$ cat config.mk
export PLATFORM = sky130hd
export DESIGN_NAME = bed_queue
export DESIGN_NICKNAME = d
export VERILOG_FILES = /design/src/rtl/core/bed_pkg.sv /design/src/rtl/core/bed_queue.sv
export SDC_FILE = /design/constraint.sdc
export NUM_CORES = 1
export LEC_CHECK = 0
export BUFFER_PORTS_ARGS = -buffer_cell sky130_fd_sc_hd__buf_2
export CAP_MARGIN = 40
export CORE_ASPECT_RATIO = 0.9
export CORE_MARGIN = 8
export CORE_UTILIZATION = 50
export CTS_CLUSTER_SIZE = 8
export DETAILED_ROUTE_END_ITERATION = 10
export GPL_ROUTABILITY_DRIVEN = 0
export PLACE_DENSITY_LB_ADDON = 0.25
export SLEW_MARGIN = 25
export SYNTH_ARGS = -nofsm -noshare
export SYNTH_HDL_FRONTEND = slang
export SYNTH_SLANG_ARGS = --single-unit
export TNS_END_PERCENT = 20
$ cat constraint.sdc
create_clock -name clk -period 2 [get_ports clk]
set_clock_uncertainty 0.15 [all_clocks]
set_input_delay 0.2 -clock clk [delete_from_list [all_inputs] [get_ports clk]]
set_output_delay 0.2 -clock clk [all_outputs]
set_load 0.05 [all_outputs]
$ cat src/rtl/core/bed_pkg.sv
`default_nettype none

package bed_pkg;

    // Size limits of the window and of the line storage.
    localparam int MAX_RADIUS   = 7;
    localparam int MAX_WIDTH    = 1024;
    localparam int HEIGHT_LIMIT = 4096;
    localparam int SPAN         = 2 * MAX_RADIUS + 1;
    localparam int SLOT_W       = $clog2(SPAN);
    localparam int COL_W        = $clog2(MAX_WIDTH);
    localparam int ROW_W        = $clog2(HEIGHT_LIMIT);
    localparam int IDX_W        = COL_W + ROW_W;

    // Depth of the queue between the front and the back.
    localparam int QDEPTH = 4;
    localparam int QPW    = $clog2(QDEPTH);
    localparam int QLW    = QPW + 1;

    // Configuration port.
    localparam int ADDR_W = 4;
    localparam logic [1:0] REG_RADIUS = 2'd0;
    localparam logic [1:0] REG_WIDTH  = 2'd1;
    localparam logic [1:0] REG_HEIGHT = 2'd2;

    // Item codes and pixel levels.
    localparam logic OP_PIXEL = 1'b0;
    localparam logic OP_DRAIN = 1'b1;
    localparam logic [7:0] PIX_FG = 8'd255;
    localparam logic [7:0] PIX_BG = 8'd0;

    typedef struct packed {
        logic       opcode;
        logic [7:0] pixel_in;
    } pix_item_t;

    typedef struct packed {
        logic [7:0] pixel_out;
        logic       last_in_frame;
    } res_item_t;

    // Effective configuration seen by the datapath.
    typedef struct packed {
        logic [2:0]  radius;
        logic [10:0] w_eff;
        logic [12:0] h_eff;
        logic [22:0] total;
        logic [13:0] lag;
    } cfg_t;

    typedef logic [SPAN-1:0] col_t;
    // Window indexed [column offset][row offset], offset 0 is the newest.
    typedef logic [SPAN-1:0][SPAN-1:0] win_t;

    // Work handed from the front to the back.
    typedef struct packed {
        logic shift;
        col_t col;
        logic emit;
        logic border;
        logic last;
    } job_t;

    // Disc of the given radius in window coordinates.
    function automatic win_t disc_mask(input logic [2:0] r);
        win_t m;
        int   ri;
        ri = int'(r);
        m = '0;
        for (int d = 0; d < SPAN; d++)
        begin
            for (int e = 0; e < SPAN; e++)
            begin
                if (d <= 2 * ri && e <= 2 * ri &&
                    (d - ri) * (d - ri) + (e - ri) * (e - ri) <= ri * ri)
                begin
                    m[e][d] = 1'b1;
                end
            end
        end
        return m;
    endfunction

endpackage

`default_nettype wire

$ cat src/rtl/core/bed_queue.sv
`default_nettype none

module bed_queue
    import bed_pkg::*;
(
    input  wire logic           clk,
    input  wire logic           rst_n,
    input  wire logic           push,
    input  wire job_t           push_entry,
    input  wire logic           pop,
    output logic                nonempty,
    output job_t                head,
    output logic [QLW-1:0]      level
);

    job_t            slots_reg [QDEPTH];
    logic [QPW-1:0]  wr_ptr_reg;
    logic [QPW-1:0]  rd_ptr_reg;
    logic [QLW-1:0]  cnt_reg;

    assign nonempty = cnt_reg != '0;
    assign head     = slots_reg[rd_ptr_reg];
    assign level    = cnt_reg;

    always_ff @(posedge clk)
    begin
        if (push)
        begin
            slots_reg[wr_ptr_reg] <= push_entry;
        end
    end

    // Pointers and fill level.
    always_ff @(posedge clk or negedge rst_n)
    begin
        if (!rst_n)
        begin
            wr_ptr_reg <= '0;
            rd_ptr_reg <= '0;
            cnt_reg    <= '0;
        end
        else
        begin
            if (push)
                wr_ptr_reg <= wr_ptr_reg + QPW'(1);
            if (pop)
                rd_ptr_reg <= rd_ptr_reg + QPW'(1);
            if (push && !pop)
                cnt_reg <= cnt_reg + QLW'(1);
            else if (pop && !push)
                cnt_reg <= cnt_reg - QLW'(1);
        end
    end

endmodule

`default_nettype wire

== After elaboration in Yosys (flattened, before gate mapping) ==
Memory sizes are Yosys's and may differ from the RTL's.
Index checks and enable logic that the tools add are counted.
Widths: inputs -> output; s select.
Storage, ports and cells
  ROM bits: 0
  memory bits (writable): 76
  output and inout port bits: 23
  memories kept: 1
  logic and storage cells: 18
  latch bits: 0
  flip-flop bits (word level): 7
  input port bits: 23
Operators by class
  order comparisons: 0
  multiplexer cells: 4
  reduce and logical (&&, ||, !) cells: 6
  eq/ne operators: 0
  shift-type cells: 0
  bitwise operators: 0
  multiply operators: 0
  div/mod/pow operators: 0
  add/sub/neg operators: 4
Memories
  slots_reg: depth 4, bits a word 19, read ports 1, clocked after memory_dff 0, write ports 1, RTL line bed_queue.sv:16  | job_t slots_reg [QDEPTH];
Operators by type and width (number)
  $mux 3: 2
  $add 2x1->2 const B: 2
  $add 3x1->3 const B: 1
  $reduce_bool 3->1: 1
  $sub 3x1->3 const B: 1
  $logic_and 1x1->1: 2
  $logic_not 1->1: 2
  $mux 1: 2
  $reduce_bool 2->1: 1

== Logic depth before layout (Yosys ltp) ==
  word-level depth: 4
  gate-level depth with buffers: 7
  depth with buffers taken out: 7

== Worst setup path after synthesis ==
OpenSTA, ideal clock, no wires.
  kind: reg2reg
  start: register cnt_reg[0] (netlist: level[0])
  end: register cnt_reg[2] (netlist: level[2])
  library setup time: 82 ps
  data required time: 1768 ps
  data arrival time: 1458 ps
  cell stages (with the launch flop): 5
  setup slack: 310 ps
  path buffers: 0
  period minus slack after synthesis: 1690 ps
  cell sequence: dfrtp_1 > fa_1 > xor2_1 > nor2_1 > xor2_1
Between the ends
  word-level cells in the longest chain between the ends: 3
RTL lines
  start: declaration: RTL line bed_queue.sv:19  | logic [QLW-1:0] cnt_reg;
  start signal: assignment: RTL line bed_queue.sv:49  | cnt_reg <= cnt_reg + QLW'(1);
  start signal: assignment: RTL line bed_queue.sv:51  | cnt_reg <= cnt_reg - QLW'(1);
  $sub 3x1->3: RTL line bed_queue.sv:51
  $mux 3: RTL line bed_queue.sv:50  | else if (pop && !push)
  $mux 3 (*): RTL line bed_queue.sv:48  | if (push && !pop)
Mark *: on every way between the ends. The rest lies on a longest branch, timed or not. The select of a mux whose other input is x is not followed.
A chain may end at the register's enable or synchronous reset.

==> results.md <==
* Share of cells above drive strength 1 at 40.81%
* Final Hold Fails at 0
* Post-DP HPWL at approximately 3.8 mm
* Most Crowded Layer GR: met2
* Startpoint types: register
* Final Net Count at between 200 and 250
* DR pass1 iterations at 4
* Die W at between 90 and 100 µm
* Mean Syn Cell Area at 23.72 µm²
* Pwr/cell area at approximately 1600 mW/mm²
* NetSw at 0.002428 W
* Worst setup margin at -19.56 ps
* RSZ-0062 raised after global routing: yes
* Final setup fails at 6
* Tot Pwr at between 0.006 and 0.007 W
* Layout area overhead at 28.42%
* Outcome: finished with violations
* Die ar. at about 0.0091 mm²
* Cell Area, Synth at approximately 0.0031 mm²
* Final min period at between 2000 and 2500 ps
* CP max-delay cell: mux4_2
* Largest area contributor in the netlist: edfxtp_1
* Initial Util at 51.48%
* Data required, critical path at approximately 1700 ps
* Grt ovf at 0
* Vias/cell at around 5.3
* Worst slew pin tran at between 200 and 300 ps
* Worst hold path type: primary input to async pin
* # Max-Cap Violations at 0
* Post-Synthesis Net Count at between 150 and 200
* First-pass GRT wire length at 8.901 mm
* FF-to-FF setup slack at around 450 ps
* Initial antenna violation count at 0
* Seq/Total Area, Yosys at between 70 and 80%
* Io pins at 46
* Insertion delay to the later sink of the worst-skew pair at 340 ps
* Area share of the largest cell type after synthesis at 72.90%
* Yosys cell types at 17
* Vias in the first global route at 1744
* Routed len/inst at approximately 18 µm
* Final period utilization at 101.0%
* Clock sinks at 83
* CP peak stage delay at 540 ps
* Fmax at 495.2 MHz
* Met3 global-route usage at 4.882%
* Worst IR Drop VDD at 1.145 mV
* ANT cells at 0
* Crit path DAT at 1670 ps
* Total track usage at 13.19%
* Launching point of the worst reg2reg path: wr_ptr_reg[0]
* Synth top area cells: edfxtp_1 (73%), mux4_2 (13%), dfrtp_1 (5.6%)
* Root Buffer: clkbuf_8
* CTS buffer count at 9
* Max-slew violations at 0
* Pin count of the biggest net entering global routing at 14
* Met1 usage at 14.47%
* CP Cell Sequence: buf_12 > mux4_2 > buf_6
* Largest register FFs at 76
* Total wire length at 5.441 mm
* CP max FO at 11
* H-tree lvl count at 3
* Post-Synthesis Cells at about 130
* Sequential power share at 37.8%
* Clock share of power at 17.5%
* CTS tree: yes
* Worst r2r path cells at 4
* Via count at approximately 1600
* Fin cells at 295
* Clk slew on worst S/H paths at 70 ps
* RR Endpoint: slots_reg[2][1]
* Detail Route Antenna Nets at 0
* Port buffer count at 45
* Worst Path Class, Setup: register to output port
* Seq cells post-synth at just over 80
* Switch share at between 30 and 40%
* Initial drt markers at between 50 and 60
* Endpoint class of the critical path: output port
* YS warnings at 0
* Die H at just over 90 µm
* Hold WS at 67.94 ps
* Failing checks: negative setup slack
* Sum of negative setup slack at -57.13 ps
* Met2 Track Usage GR at a little over a fifth
* Worst slew margin at 83.06%
* DRC viols at 0
* Int Power at 0.004001 W
* CTS Buffer Depth at 2
* Floorplan row count at 27
* Fin util at 66.11%
* Cells after DPL at 257
* Logic pwr share at between 40% and 50%
* Core footprint at approximately 0.006 mm²
* Lkg Pwr at roughly 1.5 nW
-- per-layer routing --
layer	vias up	wire length, µm
met5	-	0
met2	30	2860
met1	803	2317
met3	8	179
met4	0	85
li1	709	-
-- layout by cell type, fill, tap and decap left out, types with 2 or more instances in the layout --
cell and instances:
dlygate4sd3_1 22, nand2_1 2, xnor2_1 2, clkbuf_8 10, dfrtp_1 6, mux4_2 18, buf_6 12, buf_4 18
and2_1 4, ha_1 5, xor2_1 4, clkinv_2 2, inv_1 4, clkbuf_1 2, edfxtp_1 76, buf_2 27
-- layout make-up --
type,instances,area (µm²)
tap,72,90.09
clock inverter,3,40.04
clock buffer,12,145.1
sequential,83,2459
timing repair buffer,80,645.6
inverter,4,15.01
multi-input combinational,41,625.6
fill,409,2061
-- cell usage after synthesis, drive strengths merged --
master	n
or3	1
and2	4
nand2	2
edfxtp	76
mux4	19
xnor2	2
fa	1
buf	4
nor2	1
inv	4
xor2	4
o21ai	1
mux2	1
ha	5
dfrtp	7
-- critical path: cells and delay by family (launching register included) --
family                 cells  cell delay (ps)
buffers and inverters      2              360
flip-flops                 1              440
multiplexers               1              540
-- metrics by stage --
step,setup slack [ps],area [µm²]
global placement,205.5,3516
global route,-96.19,4020
detailed placement,188.6,3516
CTS,-51.63,4020
finish,-19.56,4020
floorplan,309.9,3131
-- cell families after synthesis --
| logic type | share of synthesized area (%) |
|---|---|
| adder cells (fa/ha/maj) | 2.638 |
| XOR/XNOR | 1.679 |
| AO/OA/AOI/OAI | 0.1597 |
| buffers and inverters | 1.519 |
| multiplexers | 14.15 |
| AND/OR/NAND/NOR | 1.359 |
| flip-flops | 78.50 |
-- power by group through the flow --
stage          sequential [W]  clock, W  combinational, W
6_report              0.00243   0.00113           0.00287
5_1_grt               0.00247   0.00123           0.00302
4_1_cts               0.00244   0.00116           0.00293
3_5_place_dp          0.00247         0           0.00259
3_3_place_gp          0.00244         0           0.00256
2_1_floorplan         0.00253         0           0.00188
-- worst max-delay path by stage --
stage | from | end | slack [ps] | cells after the start
after floorplan | level[0] | level[2] | 310 | 4
final | rd_ptr_reg[0] | head[10] | -20 | 3
after global routing | rd_ptr_reg[0] | head[6] | -100 | 3
after detailed placement | rd_ptr_reg[0] | head[5] | 190 | 3
after global placement | rd_ptr_reg[0] | head[6] | 210 | 3
after CTS | rd_ptr_reg[0] | head[10] | -50 | 3
-- timing repair --
item | 4_1_cts | 5_1_grt
hold buffers | 22 | 0
endpoints found under the hold margin | 86 | 0
buffers inserted | 1 | 0
endpoints found under the setup margin | 19 | 19
gates resized for setup | 31 | 0
Note: power is estimated with default switching activity, not from simulation.
